==> config.mk <==
export PLATFORM = sky130hd
export DESIGN_NAME = stk_cell
export DESIGN_NICKNAME = d
export VERILOG_FILES = /design/src/hdl/stk_pkg.sv /design/src/hdl/stk_cell.sv
export SDC_FILE = /design/constraint.sdc
export NUM_CORES = 1
export LEC_CHECK = 0
export CORE_ASPECT_RATIO = 0.5
export CORE_MARGIN = 2
export CORE_UTILIZATION = 63
export DETAILED_ROUTE_END_ITERATION = 12
export DONT_BUFFER_PORTS = 1
export PLACE_DENSITY = 0.81
export SYNTH_ARGS = -nofsm -noshare
export SYNTH_HDL_FRONTEND = slang
export SYNTH_SLANG_ARGS = --single-unit
==> constraint.sdc <==
create_clock -name clock -period 7.3 [get_ports clock]
set_input_delay 2.19 -clock clock [delete_from_list [all_inputs] [get_ports clock]]
set_output_delay 2.19 -clock clock [all_outputs]
set_load 0.03 [all_outputs]
==> src/hdl/stk_pkg.sv <==
// Shared types and constants for the sorted top-k insertion table.
package stk_pkg;

   localparam int TAG_W               = 24;
   localparam int POINTS_W            = 31;
   localparam int RANK_W              = 7;
   localparam int FILL_W              = 8;
   localparam int DEFAULT_TABLE_DEPTH = 128;

   // One offered record; also the content of one table cell.
   typedef struct packed {
      logic [TAG_W-1:0]    player_tag;
      logic [POINTS_W-1:0] points;
   } req_type;

   typedef struct packed {
      logic              accepted;
      logic [RANK_W-1:0] rank;
      logic [FILL_W-1:0] fill_count;
   } rsp_type;

endpackage

==> src/hdl/stk_cell.sv <==
// One table cell: holds an entry, compares it to the offered record and shifts.
module stk_cell import stk_pkg::*; (
   input  logic    clock,
   input  logic    load,
   input  logic    valid,
   input  req_type new_entry,
   input  logic    prev_greater,
   input  req_type prev_entry,
   output logic    greater,
   output req_type entry,
   output logic    flag
);

   req_type entry_ff, entry_in;
   logic    flag_ff;

   assign greater = valid && (entry_ff.points > new_entry.points);

   always_comb begin
      entry_in = entry_ff;
      if (!greater) begin
         // the first cell not outscoring the record takes it, those after shift down
         entry_in = prev_greater ? new_entry : prev_entry;
      end
   end

   always_ff @(posedge clock) begin
      if (load) begin
         entry_ff <= entry_in;
         flag_ff  <= greater;
      end
   end

   assign entry = entry_ff;
   assign flag  = flag_ff;

endmodule

## Word-level counts from Yosys, hierarchy flattened

Cells that the tools add are included.

- Order comparisons: 1
- Multiplexer cells: 1
- Bitwise gates (word level): 1
- Reductions and logical operators: 2

Operators with widths:

| operator | number |
|---|---|
| $mux W55 | 1 |
| $gt A31 B31 Y1 | 1 |
| $reduce_and A2 Y1 | 1 |
| $logic_and A1 B1 Y1 | 1 |
| $not A1 Y1 | 1 |

- Flip-flop bits (word level): 56
- Input port bits: 114
- Logic and storage cells: 8

## Longest topological paths before layout

- Word-level depth: 4
- Gate-level depth with buffers: 7

## Worst setup path before layout

Ideal clock, no wire load.

- Path kind: input-to-reg
- Start: in new_entry[13] in the netlist's numbering
- End: reg entry_ff, in the netlist entry[0], enable pin
- Setup time: 0.472 ns
- Data arrival time: 5.803 ns
- Slack: 1.026 ns
- Cell stages on the path: 7
- Cells stage by stage: inv_1 -> ha_1 -> nand4_1 -> or4_1 -> inv_1 -> a21boi_0 -> a221oi_2

- Cells in the longest elaborated chain, start to end: 4

Ends and longest elaborated chain:

| item | line | RTL |
|---|---|---|
| start, declared | stk_cell.sv:6 | `input req_type new_entry,` |
| $gt A31 B31 Y1 | stk_cell.sv:17 | `assign greater = valid && (entry_ff.points > new_entry.points);` |
| $logic_and A1 B1 Y1 | stk_cell.sv:17 |  |
| $not A1 Y1 (no source line) | - |  |
| $reduce_and A2 Y1 (no source line) | - |  |
| end signal, assigned | stk_cell.sv:29 | `entry_ff <= entry_in;` |
| end, declared | stk_cell.sv:14 | `req_type entry_ff, entry_in;` |

No other way between the ends.
A chain may end at the register's enable or synchronous reset.

## Final worst setup path

- Start: in new_entry[13] in the netlist's numbering
- End: out greater

- Cells in the longest elaborated chain, start to end: 2

Ends and longest elaborated chain:

| item | line | RTL |
|---|---|---|
| $gt A31 B31 Y1 | stk_cell.sv:17 |  |
| $logic_and A1 B1 Y1 | stk_cell.sv:17 |  |
| end, declared | stk_cell.sv:9 | `output logic greater,` |

No other way between the ends.

==> flow_metrics.py <==
metrics = {
    "cts": {
        "ctsHoldBuffers": 0,
        "post_cts_buffers": 0,
        "clk_latency_ps": 300,
        "root_buffer": "clkbuf_8",
        "cts_max_level": 2,
        "cts_buffers": 5,
        "post_cts_resized": 0,
        "cts.clk_slew.worst_paths_ps": 90,
        "clockBufferDepth": 2,
        "cts_sinks": 56,
        "cts_tree": "built",
    },
    "power_and_ir_drop": {
        "p_seq_share_pct": 63.8,
        "cellPowerDensity_nw_per_um2": 215,
        "power_frac_comb_pct": 12.6,
        "ir_drop_v": 0.000127,
        "switching_share_pct": 29.1,
        "pwr-share-clk_pct": 23.6,
        "p_leak_nw": 1.32,
        "intPower_w": 0.000503,
        "power.switching_w": 0.000207,
    },
    "synthesis": {
        "async_flop_share_pct": 0,
        "synth_nets": 377,
        "yosys_warnings": 0,
        "synth_seq_area_share_pct": 53.7,
        "synthSimpleGateAreaFrac_pct": 4.15,
        "yosysTopAreaCellShare_pct": 53.7,
        "synth_xor_area_share_pct": 0,
        "synth_mux_area_share_pct": 19.8,
        "synth-main-ff-cell": "edfxtp_1",
        "synth_area_per_cell_um2": 13.5,
        "synthAdderAreaFrac_pct": 12.4,
        "synth_top_area_cell": "edfxtp_1",
        "synthTopCellsByArea": "edfxtp_1, mux2_2, ha_1",
        "syn_area_um2": 3130,
        "synth_seq_cells": 56,
        "ys_types": 25,
        "synth_compound_area_share_pct": 5.07,
        "synth_edf_count": 56,
        "synth_top_family_by_area": "multiplexers",
        "netlist_instances": 232,
    },
    "setup_path": {
        "cp.required_ps": 5110,
        "crit_type": "in2out",
        "r2r_slack_ps": 4340,
        "start_kind": "input port",
        "cp-end-kind": "primary output",
        "cp_max_fo": 3,
        "r2r_cells": 7,
        "reg2reg_from": "entry[13]$_DFFE_PP_",
        "worstReg2RegEnd": "entry[26]$_DFFE_PP_",
        "arrival_ps": 3850,
    },
    "placement": {
        "port_buffers": 0,
        "dp_hpwl_um": 4500,
        "gp_congestion": 0.776,
    },
    "timing": {
        "fin_tns_setup_ps": 0,
        "rsz0062_at_grt": "false",
        "whs_ps": 1370,
        "slew_headroom_pct": 68.4,
        "finalClockSkew_ps": 11.3,
        "max_freq_mhz": 166,
        "worst_slew_pin_slew_ps": 471,
        "slew_viol_final": 0,
        "setup_violations": 0,
        "fin_crit_ps": 6040,
        "period_share_pct": 82.7,
        "hold_viol": 0,
    },
    "floorplan": {
        "chipHeight_um": 53.9,
        "core-area_um2": 4860,
        "ios": 171,
        "dieWidth_um": 104,
        "start_util_pct": 64.4,
        "rows": 18,
        "die_area_um2": 5590,
    },
    "global_routing": {
        "grt_pass1_wl_um": 8520,
        "grt_util_all_layers_pct": 19.9,
        "grt_pass1_vias": 1821,
        "grt_max_degree": 56,
        "antenna_found_initial": 0,
        "grt_overflow": 0,
    },
    "drt": {
        "ant_nets": 0,
        "via_per_inst": 5.83,
        "num_vias": 1785,
        "wirelength_um": 5770,
        "routedWlPerCell_um": 18.8,
        "drc": 0,
        "drt_iter0_drc": 69,
        "first_pass_iters": 4,
    },
    "worst_hold_path": {
        "hold_start": "entry[14]$_DFFE_PP_",
        "hold_path_class": "reg2reg",
        "hold_end": "flag$_DFFE_PP_",
        "hold_depth": 4,
    },
    "final_layout": {
        "syn_to_final_growth_pct": 5.55,
        "drive_gt1_share_pct": 28.0,
        "layout.nets": 380,
        "final_common_cell": "edfxtp_1",
        "antenna_cells": 0,
        "final_cell_mix": "edfxtp_1, mux2_2, inv_1",
    },
    "outcome": {
        "status": "completed",
    },
    "run": {
        "maxCapViolations": 0,
    },
}
final cells by class:
| type | count | area, µm² |
|---|---|---|
| sequential | 56 | 1680 |
| fill | 373 | 1560 |
| multi-input combinational | 136 | 1310 |
| inverter | 34 | 128 |
| tap | 70 | 87.6 |
| clock buffer | 6 | 72.6 |
| clock inverter | 2 | 16.3 |
| timing repair buffer | 2 | 15.0 |
cell families (layout without fill, tap and decap cells):
family	Yosys count	count (layout)
compound gates	25	25
fa+ha+maj	31	31
flops	56	56
buf+inv	40	44
simple gates	25	25
mux	55	55
how the worst max path moves through the flow:
stage,slack [ps],startpoint,endpoint,cells past startpoint
final,1260,new_entry[13],greater,7
after global routing,1170,new_entry[13],greater,7
after CTS,1260,new_entry[13],greater,7
after floorplan,1030,new_entry[13],entry[0]$_DFFE_PP_,7
after global placement,1340,new_entry[13],greater,7
after detailed placement,1260,new_entry[13],greater,7
power groups by stage:
stage | Clock [W] | Sequential [W] | Combinational, W
6_report | 0.000167 | 0.000453 | 0.0000897
5_1_grt | 0.000183 | 0.000456 | 0.000102
4_1_cts | 0.000173 | 0.000454 | 0.0000911
3_5_place_dp | 0 | 0.000461 | 0.0000908
3_3_place_gp | 0 | 0.000460 | 0.0000851
2_1_floorplan | 0 | 0.000457 | 0.0000763
metal layers:
layer  share of wire (%)  GRT usage [%]  wire length (µm)  vias up
li1                    -              -                 -      868
met1                  39           22.0              2240      835
met2                  52           37.6              2970       80
met3                 9.3           9.20               535        2
met4                0.33           2.70                19        0
met5                   0              0                 0        -
state kept, by name (all words and copies together), names as in the netlist:
signal / flops
entry: 55
flag: 1
per-stage QoR:
| step | instances | utilization (%) | setup WS [ps] | power (W) | area (µm²) |
|---|---|---|---|---|---|
| floorplan | 232 | - | 1030 | 0.000534 | 3130 |
| global placement | 298 | 66.2 | 1340 | 0.000545 | 3220 |
| detailed placement | 298 | 66.2 | 1260 | 0.000552 | 3220 |
| CTS | 306 | 68.0 | 1260 | 0.000718 | 3310 |
| global route | 306 | 68.0 | 1170 | 0.000741 | 3310 |
| finish | 306 | 68.0 | 1260 | 0.000710 | 3310 |
worst max-delay path, cell delays in order:
cell	delay, ps
inv_1	20
ha_1	310
nand4_1	150
or4_1	580
inv_1	80
a21boi_0	150
a22o_2	370
synthesized netlist by cell type (3+ instances only):
| master | number |
|---|---|
| a21oi_1 | 12 |
| buf_2 | 5 |
| edfxtp_1 | 56 |
| ha_1 | 31 |
| inv_1 | 34 |
| mux2_2 | 55 |
| nand2_1 | 6 |
| nand3_1 | 3 |
| nand4_1 | 7 |
| nor2_1 | 3 |
| o21ai_0 | 4 |
(Power assumes the default switching activity.)
