==> config.mk <==
export PLATFORM = sky130hd
export DESIGN_NAME = stk_rank
export DESIGN_NICKNAME = d
export VERILOG_FILES = /design/src/hdl/stk_pkg.sv /design/src/hdl/stk_rank.sv
export SDC_FILE = /design/constraint.sdc
export NUM_CORES = 1
export LEC_CHECK = 0
export BUFFER_PORTS_ARGS = -buffer_cell sky130_fd_sc_hd__clkbuf_2
export CAP_MARGIN = 10
export CORE_MARGIN = 5
export CORE_UTILIZATION = 50
export DETAILED_ROUTE_END_ITERATION = 10
export GPL_ROUTABILITY_DRIVEN = 0
export PLACE_DENSITY = 0.89
export SLEW_MARGIN = 20
export SYNTH_ARGS = -nofsm -noshare
export SYNTH_HDL_FRONTEND = slang
export SYNTH_SLANG_ARGS = --single-unit
==> constraint.sdc <==
create_clock -name clock -period 10.2 [get_ports clock]
set_input_delay 1.53 -clock clock [delete_from_list [all_inputs] [get_ports clock]]
set_output_delay 1.53 -clock clock [all_outputs]
set_load 0.005 [all_outputs]
==> src/hdl/stk_pkg.sv <==
// Shared types and constants for the sorted top-k insertion table.
package stk_pkg;

   localparam int TAG_W               = 24;
   localparam int POINTS_W            = 31;
   localparam int RANK_W              = 7;
   localparam int FILL_W              = 8;
   localparam int DEFAULT_TABLE_DEPTH = 128;

   // One offered record; also the content of one table cell.
   typedef struct packed {
      logic [TAG_W-1:0]    player_tag;
      logic [POINTS_W-1:0] points;
   } req_type;

   typedef struct packed {
      logic              accepted;
      logic [RANK_W-1:0] rank;
      logic [FILL_W-1:0] fill_count;
   } rsp_type;

endpackage

==> src/hdl/stk_rank.sv <==
// Rank search: finds the length of the leading run of set flags, one bit per cycle.
module stk_rank import stk_pkg::*; #(
   parameter int TABLE_DEPTH = DEFAULT_TABLE_DEPTH
) (
   input  logic                               clock,
   input  logic                               reset,
   input  logic                               load,
   input  logic [TABLE_DEPTH-1:0]             flags,
   output logic [$clog2(TABLE_DEPTH+1)-1:0]   pos,
   output logic                               done
);

   localparam int CNT_W = $clog2(TABLE_DEPTH + 1);
   localparam int IDX_W = $clog2(TABLE_DEPTH);
   localparam int BIT_W = $clog2(CNT_W);

   logic [CNT_W-1:0] pos_ff, pos_in;
   logic [BIT_W-1:0] bit_ff, bit_in;
   logic             run_ff, run_in;
   logic [CNT_W-1:0] trial;
   logic [CNT_W-1:0] trial_less;
   logic             hit;

   // flags form a thermometer, so a binary search over the run length works
   assign trial      = pos_ff | (CNT_W'(1) << bit_ff);
   assign trial_less = trial - CNT_W'(1);
   assign hit        = (trial <= CNT_W'(TABLE_DEPTH)) && flags[trial_less[IDX_W-1:0]];

   always_comb begin
      pos_in = pos_ff;
      bit_in = bit_ff;
      run_in = run_ff;
      if (load) begin
         pos_in = '0;
         bit_in = BIT_W'(CNT_W - 1);
         run_in = 1'b1;
      end else if (run_ff) begin
         if (hit) begin
            pos_in = trial;
         end
         if (bit_ff == '0) begin
            run_in = 1'b0;
         end else begin
            bit_in = bit_ff - BIT_W'(1);
         end
      end
   end

   always_ff @(posedge clock) begin
      if (reset) begin
         run_ff <= 1'b0;
      end else begin
         run_ff <= run_in;
      end
      pos_ff <= pos_in;
      bit_ff <= bit_in;
   end

   assign pos  = pos_ff;
   assign done = run_ff && (bit_ff == '0);

endmodule

* Word-level counts from Yosys, hierarchy flattened
Cells that the tools add are included.
** Word-level totals
- Register bits after elaboration :: 12
- Output and inout port bits :: 9
- Input bits :: 131
- Word-level logic and storage cells :: 20
** Cells by class
- Bitwise logic cells :: 2
- Shift operators :: 1
- Magnitude comparators :: 2
- Muxes and demuxes :: 5
- Reductions and logical operators :: 5
- Add/subtract/negate cells :: 2
** Operators by type and width (number)
- $le A8 B8 Y1 const B :: 1
- $lt A7 B8 Y1 const B :: 1
- $or A8 B8 Y8 :: 1
- $shl A1 B3 Y8 const A :: 1
- $bmux W1 S7 :: 1
- $sub A7 B1 Y7 const B :: 1
- $mux W1 :: 4
- $reduce_and A2 Y1 :: 2
- $logic_not A3 Y1 :: 1
- $sub A3 B1 Y3 const B :: 1
- $logic_and A1 B1 Y1 :: 2
- $not A1 Y1 :: 1

* Depth between registers and ports, before layout
Gate-level depths: netlist of run 1.
- Depth after elaboration :: 7
- Depth in mapped cells :: 17
- Depth with buffers taken out :: 13

* Least setup slack after synthesis of run 1
Ideal clock, no wire load.
- Kind :: register -> register
- Start point :: register bit_ff[0]
- End point :: register pos_ff[3], in the netlist pos[3]
- Data arrival time :: 3587 ps
- Setup slack :: 6525 ps
- Path buffers :: 3
- Setup time :: 88 ps
- Period minus slack after synthesis :: 3675 ps
- Required time :: 10112 ps
- Cell stages (with the launch flop) :: 17
- Path through :: dfxtp_1 > inv_1 > ha_1 > and2b_1 > nor2_2 > buf_6 > ha_1 > buf_2 > buf_2 > nand2_1 > a211oi_1 > nor3_1 > or4_1 > a221o_1 > nand4_1 > a22oi_4 > o32ai_2
** On the way
- Word-level cells in the longest chain between the ends :: 7
- Elaborated cells on any way between the ends :: 8
- Those cells by class :: 1 x add/sub; 1 x order compare; 1 x shift; 2 x mux; 1 x bitwise; 2 x reduce/logical
** Ends and longest elaborated chain
- start, declared :: line stk_rank.sv:18 : logic [BIT_W-1:0] bit_ff, bit_in;
- start signal, assigned :: line stk_rank.sv:56 : bit_ff <= bit_in;
- $shl A1 B3 Y8 * :: line stk_rank.sv:25 : assign trial = pos_ff | (CNT_W'(1) << bit_ff);
- $or A8 B8 Y8 * :: line stk_rank.sv:25
- $sub A7 B1 Y7 :: line stk_rank.sv:26 : assign trial_less = trial - CNT_W'(1);
- $bmux W1 S7 :: line stk_rank.sv:27 : assign hit = (trial <= CNT_W'(TABLE_DEPTH)) && flags[trial_less[IDX_W-1:0]];
- $mux W1 (not written as such) :: line stk_rank.sv:27
- $logic_and A1 B1 Y1 :: line stk_rank.sv:27
- $reduce_and A2 Y1 (no line)
- end signal, assigned :: line stk_rank.sv:55 : pos_ff <= pos_in;
- end, declared :: line stk_rank.sv:17 : logic [CNT_W-1:0] pos_ff, pos_in;
Mark *: on every way between the ends. The rest lies on a longest branch, timed or not. The select of a mux whose other input is x is not followed.
A chain may end at the register's enable or synchronous reset.

* Worst setup path after layout of run 1
- Start point :: register bit_ff[2]
- End point :: register pos_ff[3], in the netlist pos[3]
The elaborated chain is that of the path after synthesis.

==> impl_metrics.py, run 1 <==
metrics = {
    "sta": {
        "finClkSkew_ps": 1.17,
        "setup_viol": 0,
        "drv_slew": 0,
        "whs_ps": 502,
        "max_freq_mhz": 232,
        "hold_viol": 0,
        "setup_tns_ps": 0,
        "final.min_clock_period_ps": 4310,
        "setup_ws_ps": 5890,
        "slew_headroom": 0.302,
        "rsz0062_at_grt": "false",
        "period_share": 0.422,
        "max_slew.worst_pin.slew_ps": 1050,
    },
    "clock_tree": {
        "tritoncts": "done",
        "clk_pin_slew_ps": 60,
        "cts-resized-gates": 0,
        "post_cts_buffers": 0,
        "cts_buffers": 3,
        "clock-sinks": 12,
        "cts-hold-fix-buffers": 0,
        "clk_latency_ps": 240,
        "clk_path_buf_depth": 2,
        "cts.htree.levels": 1,
        "root_buffer": "clkbuf_8",
    },
    "floorplanning": {
        "io_pins": 140,
        "start_util": 0.522,
        "num_rows": 27,
        "core_sq_um": 5610,
        "die_x_microns": 86.5,
        "die-area_sq_um": 7480,
        "die_y_microns": 86.5,
    },
    "critical_path": {
        "crit_path_end_kind": "flip-flop",
        "slowest_stage": "buf_4",
        "startpoint_type": "flip-flop",
        "cp_max_fo": 132,
        "rr_worst_depth": 12,
        "crit_chain": "and2b_1 > nor2_2 > buf_4 > ha_2 > buf_4 > nand3_1 > a2111oi_0 > a221oi_1 > a221o_1 > nand4_1 > a22oi_4 > o32ai_2",
        "crit_type": "flip-flop to flip-flop",
        "crit_top_cell": "buf_4",
        "worst_path_largest_cell_delay_ps": 720,
        "r2r_slack_ps": 5890,
        "worst-path-buf-inv": 2,
        "critPathRequiredTime_ps": 10350,
        "critPathTopFamily": "compound AO/OA/AOI/OAI gates",
        "cp_num_cells": 12,
        "cp_data_arrival_time_ps": 4460,
    },
    "synth": {
        "syn_avg_cell_area_sq_um": 7.00,
        "syn_nets": 556,
        "ys.flop_type": "dfxtp_1",
        "yosys_warnings": 0,
        "synth_edf_count": 0,
        "ys_seq_elements": 12,
        "synth_cell_types": 45,
        "synth_area_sq_um": 2930,
        "synthCells": 418,
        "ys_seq_area_frac": 0.0821,
        "async_flop_share": 0,
    },
    "power_and_ir_drop": {
        "irDropWorstVdd_v": 0.000101,
        "power_mw": 0.190,
        "power_density_nw_per_um2": 52.2,
        "p_leak_nw": 1.68,
    },
    "layout": {
        "finish.utilization": 0.649,
        "final_area_sq_um": 3640,
        "area_growth_pct": 24.4,
        "fin_cells": 600,
        "nNetsFinal": 667,
        "layout-drive-gt1-share": 0.326,
        "diodes": 0,
    },
    "global_route": {
        "grt_first_pass_wirelength_mm": 15.6,
        "grt_overflow_total": 0,
        "antenna_found_initial": 0,
        "grt_pass1_vias": 3425,
        "gr-usage-all-layers": 0.252,
        "grt_max_degree": 133,
    },
    "place": {
        "dp_hpwl_mm": 7.64,
        "placed_cell_area_sq_um": 3580,
        "dp_worst_setup_slack_ps": 5950,
        "io_buffers": 139,
        "dp.cells": 596,
    },
    "worst_hold_path": {
        "hold_path.class": "flip-flop to flip-flop",
        "hold_depth": 2,
    },
    "route": {
        "routedWlPerCell_microns": 16.5,
        "num_vias": 3609,
        "viasPerCell": 6.02,
        "drc": 0,
        "ant_nets": 0,
        "drt-initial-drc-count": 340,
        "finalWirelength_mm": 9.92,
        "dr.pass1.iters": 5,
    },
    "flow_run": {
        "max_cap_violations": 0,
    },
    "status": {
        "status": "completed",
    },
}
## layout make-up
class | instances | area (sq um)
multi-input cells | 357 | 2480
fillers | 519 | 1970
repair buffers | 144 | 733
inverters | 11 | 41.3
flip-flops and latches | 12 | 240
clock buffers | 4 | 55.1
well taps | 72 | 90.1
## path summary, 6_finish.rpt
path	from	endpoint
setup reg to reg	bit_ff[2]	pos[3]
setup / recovery	bit_ff[2]	pos[3]
hold / removal	pos[7]	pos[7]
hold reg to reg	pos[7]	pos[7]
## sequential cells by signal, indices dropped and copies added, names as in the netlist
signal / cells
bit_ff: 3
run_ff: 1
pos: 8
## logic make-up after synthesis
group / synth area share
muxes: 0.144
AOI/OAI and AO/OA: 0.281
and+or+nand+nor: 0.379
DFF: 0.0821
xor gates and xnor gates: 0.00898
buffers and inverters: 0.0749
adders and majority gates: 0.0299
## power by group
| group | internal (mW) | leakage [nW] | switching, mW | total (mW) |
|---|---|---|---|---|
| Combinational | 0.0450 | 1.55 | 0.0409 | 0.0859 |
| Sequential | 0.0491 | 0.0977 | 0.00244 | 0.0515 |
| Clock | 0.0341 | 0.0288 | 0.0182 | 0.0523 |
| Total | 0.128 | 1.68 | 0.0616 | 0.190 |
## layer usage
metal | track usage | routed length, microns | up-vias
met5 | 0 | 0 | -
met3 | 0.0627 | 1130 | 16
met4 | 0.0496 | 160 | 0
met2 | 0.422 | 4680 | 219
li1 | - | - | 1767
met1 | 0.329 | 3950 | 1607
## layout by cell type, fill, tap and decap left out, types with 2 or more instances in the layout
| cell | netlist | routed |
|---|---|---|
| nand2b_1 | 68 | 68 |
| clkbuf_8 | 0 | 4 |
| nand3_1 | 3 | 3 |
| or3_1 | 2 | 2 |
| ha_1 | 7 | 6 |
| and2_1 | 5 | 5 |
| mux4_2 | 12 | 12 |
| inv_1 | 11 | 11 |
| o211ai_1 | 5 | 5 |
| o22ai_1 | 7 | 7 |
| mux2_2 | 4 | 4 |
| o21ai_0 | 2 | 2 |
| clkbuf_2 | 0 | 139 |
| a21o_1 | 2 | 2 |
| nor3_1 | 33 | 33 |
| nand2_1 | 81 | 81 |
| a211o_1 | 2 | 2 |
| buf_4 | 0 | 5 |
| mux4_1 | 4 | 4 |
| nor2b_1 | 3 | 2 |
| a221o_1 | 4 | 4 |
| a211oi_1 | 32 | 32 |
| dfxtp_1 | 12 | 12 |
| o41ai_1 | 4 | 4 |
| xnor2_1 | 2 | 2 |
| a21oi_1 | 8 | 8 |
| nor2_1 | 11 | 11 |
| a22oi_1 | 32 | 32 |
| nand4_1 | 6 | 6 |
| or4_1 | 4 | 4 |
## cells in the mapped netlist (2+ instances only)
cell       n  area (sq um)
a21o_1     2          15.0
or3_1      2          12.5
mux4_1     4           105
nand2_1   81           304
a211oi_1  32           240
mux2_2     4          45.0
a22oi_1   32           240
a211o_1    2          17.5
nand3_1    3          15.0
and2_1     5          31.3
nand4_1    6          37.5
buf_2     10          50.1
o22ai_1    7          43.8
dfxtp_1   12           240
ha_1       7          87.6
nor2b_1    3          18.8
or4_1      4          30.0
buf_1      3          11.3
o21ai_0    2          10.0
mux4_2    12           270
o211ai_1   5          37.5
xnor2_1    2          17.5
buf_6      3          33.8
a21oi_1    8          40.0
inv_1     11          41.3
clkbuf_1  22          82.6
nor2_1    11          41.3
a221o_1    4          40.0
o41ai_1    4          35.0
nor3_1    33           165
nand2b_1  68           425
## tightest hold or removal path: cells and delay by family, from the launching register on
kind                   cells  cell delay, ps
buffers and inverters      1              50
AOI/OAI and AO/OA          1              70
DFF                        1             330
Note: power is estimated with default switching activity, not from simulation.
==> inputs of run 2 (changes only) <==
--- a/config.mk
+++ b/config.mk
@@ -5,13 +5,14 @@
 export SDC_FILE = /design/constraint.sdc
 export NUM_CORES = 1
 export LEC_CHECK = 0
+export ABC_AREA = 1
 export BUFFER_PORTS_ARGS = -buffer_cell sky130_fd_sc_hd__clkbuf_2
 export CAP_MARGIN = 10
 export CORE_MARGIN = 5
-export CORE_UTILIZATION = 50
+export CORE_UTILIZATION = 43
 export DETAILED_ROUTE_END_ITERATION = 10
 export GPL_ROUTABILITY_DRIVEN = 0
-export PLACE_DENSITY = 0.89
+export PLACE_DENSITY = 0.86
 export SLEW_MARGIN = 20
 export SYNTH_ARGS = -nofsm -noshare
 export SYNTH_HDL_FRONTEND = slang
==> constraint.sdc (replaced) <==
create_clock -name clock -period 4.5 [get_ports clock]
set_input_delay 0.675 -clock clock [delete_from_list [all_inputs] [get_ports clock]]
set_output_delay 0.675 -clock clock [all_outputs]
set_load 0.005 [all_outputs]
==> impl_metrics.py, run 2 <==
metrics = {
    "status": {
        "status": "completed",
    },
    "clock_tree": {
        "cts.htree.levels": 1,
        "cts_buffers": 3,
        "cts-resized-gates": 0,
        "root_buffer": "clkbuf_8",
        "clk_latency_ps": 240,
        "post_cts_buffers": 0,
        "cts-hold-fix-buffers": 0,
        "tritoncts": "done",
        "clock-sinks": 12,
        "clk_pin_slew_ps": 50,
        "clk_path_buf_depth": 2,
    },
    "sta": {
        "period_share": 0.742,
        "rsz0062_at_grt": "false",
        "final.min_clock_period_ps": 3340,
        "setup_tns_ps": 0,
        "drv_slew": 0,
        "max_freq_mhz": 299,
        "max_slew.worst_pin.slew_ps": 924,
        "slew_headroom": 0.383,
        "hold_viol": 0,
        "setup_viol": 0,
        "setup_ws_ps": 1160,
        "finClkSkew_ps": 4.39,
        "whs_ps": 482,
    },
    "layout": {
        "final_common_cell": "nand3_1",
        "largest_reg_flops": 8,
        "fin_cells": 573,
        "nNetsFinal": 645,
        "area_growth_pct": 33.7,
        "diodes": 0,
        "layout-drive-gt1-share": 0.334,
        "most-common-layout-cells": "164 x nand3_1, 139 x clkbuf_2, 117 x nand2_1",
    },
    "synth": {
        "synth_area_sq_um": 2120,
        "ys_seq_elements": 12,
        "synthAdderAreaFrac": 0.0414,
        "synthTopCellsByCount": "164 x nand3_1, 117 x nand2_1, 19 x inv_1",
        "ys.flop_type": "dfxtp_1",
        "synth_top_family_by_area": "simple AND/OR/NAND/NOR gates",
        "synth_top_area_frac": 0.388,
        "synth_area_leaders": "nand3_1 39%, nand2_1 21%, dfxtp_1 11%, ha_1 4.1%, inv_1 3.4%",
        "yosys.area.top_type": "nand3_1",
        "synth_most_common_cell": "nand3_1",
        "ys_seq_area_frac": 0.113,
        "synth_edf_count": 0,
        "syn_avg_cell_area_sq_um": 5.51,
        "yosys_warnings": 0,
        "synth_compound_area_frac": 0.0739,
        "synth_xor_area_frac": 0.0201,
        "async_flop_share": 0,
        "syn_nets": 522,
        "synthCells": 384,
        "synth_cell_types": 26,
        "yosys.area_share.simple": 0.641,
        "muxShareOfSynthArea": 0,
    },
    "place": {
        "io_buffers": 139,
        "dp.cells": 569,
        "dp_hpwl_mm": 6.36,
        "dp_worst_setup_slack_ps": 1210,
    },
    "floorplanning": {
        "die-area_sq_um": 6430,
        "io_pins": 140,
        "num_rows": 25,
        "start_util": 0.445,
        "die_x_microns": 80.2,
        "core_sq_um": 4750,
        "die_y_microns": 80.2,
    },
    "critical_path": {
        "critPathRequiredTime_ps": 4630,
        "worst-path-buf-inv": 3,
        "worst_path_largest_cell_delay_ps": 670,
        "slowest_stage": "inv_1",
        "cp_data_arrival_time_ps": 3470,
        "startpoint_type": "flip-flop",
        "crit_path_end_kind": "flip-flop",
        "cp_max_fo": 38,
        "critPathTopFamily": "buffers and inverters",
        "crit_top_cell": "nand3_1",
        "crit_type": "flip-flop to flip-flop",
        "crit_chain": "inv_1 > ha_1 > a21oi_4 > buf_4 > ha_1 > inv_1 > nand3_1 > nand3_1 > nand3_1 > nand3_1 > nand3_1 > nand3b_1 > nand2_2 > nand3_4 > a21oi_2",
    },
    "flow_run": {
        "max_cap_violations": 0,
    },
    "route": {
        "drc": 0,
        "finalWirelength_mm": 7.94,
        "ant_nets": 0,
        "dr.pass1.iters": 5,
        "viasPerCell": 5.33,
        "num_vias": 3056,
        "drt-initial-drc-count": 288,
        "routedWlPerCell_microns": 13.9,
    },
    "global_route": {
        "gr-usage-all-layers": 0.235,
        "grt_pass1_vias": 2779,
        "grt_first_pass_wirelength_mm": 12.3,
        "grt_overflow_total": 0,
        "grt_max_degree": 65,
        "antenna_found_initial": 0,
    },
    "power_and_ir_drop": {
        "irDropWorstVdd_v": 0.000186,
        "power_density_nw_per_um2": 137,
        "p_leak_nw": 1.54,
    },
    "worst_hold_path": {
        "hold_path.class": "flip-flop to flip-flop",
    },
}
[run 2: cell types whose count changed after synthesis, sizes merged, moves of 8 or more]
| cell | previous run | this run |
|---|---|---|
| nor3 | 33 | 0 |
| a21oi | 8 | 16 |
| nand2 | 81 | 124 |
| mux4 | 16 | 0 |
| inv | 11 | 21 |
| nand2b | 68 | 0 |
| a22oi | 33 | 0 |
| nor2 | 12 | 3 |
| clkbuf | 22 | 9 |
| nand3 | 3 | 165 |
| a211oi | 32 | 0 |
[run 2: routing by layer]
layer,GRT usage,vias to the layer above,part of all wire
li1,-,1543,-
met1,0.275,1335,0.40
met4,0.0709,0,0.019
met2,0.424,159,0.49
met5,0,-,0
met3,0.0482,19,0.093
[run 2: logic make-up (layout without fill, tap and decap cells)]
family	after synthesis	in the layout
flops	12	12
buf+inv	47	169
simple gates	294	294
fa+ha+maj	7	7
compound gates	20	20
xor+xnor	4	4
[run 2: final timing paths]
kind                                 from  endpoint  slack [ps]  cells after the start
worst max register to register  bit_ff[0]    pos[3]        1160                     15
worst min register to register     pos[6]    pos[6]         480                      2
worst max-delay path            bit_ff[0]    pos[3]        1160                     15
worst min-delay path               pos[6]    pos[6]         480                      2
[run 2: where the power goes]
group          internal, mW  total [mW]  switching [mW]
Clock                0.0774       0.118          0.0410
Sequential            0.110       0.114         0.00389
Combinational        0.0779       0.155          0.0768
Total                 0.265       0.387           0.122
[run 2: area by class of cell]
type | instances | area, sq um
Clock buffer | 4 | 55.1
Fill cell | 526 | 1920
Inverter | 23 | 86.3
Multi-Input combinational cell | 325 | 1650
Sequential cell | 12 | 240
Tap cell | 67 | 83.8
Timing Repair Buffer | 142 | 718
[run 2: through the flow]
stage / power [mW] / cell area (sq um) / utilization
3_3_place_gp: 0.267 / 2770 / 0.583
3_5_place_dp: 0.269 / 2770 / 0.583
5_1_grt: 0.414 / 2830 / 0.596
6_report: 0.387 / 2830 / 0.596
2_1_floorplan: 0.195 / 2120 / -
4_1_cts: 0.388 / 2830 / 0.594
[run 2: tightest hold or removal path: cells and delay by family (launching register included)]
family	cells	cell delay (ps)
flip-flops	1	320
buffers and inverters	1	70
AO/OA/AOI/OAI	1	50
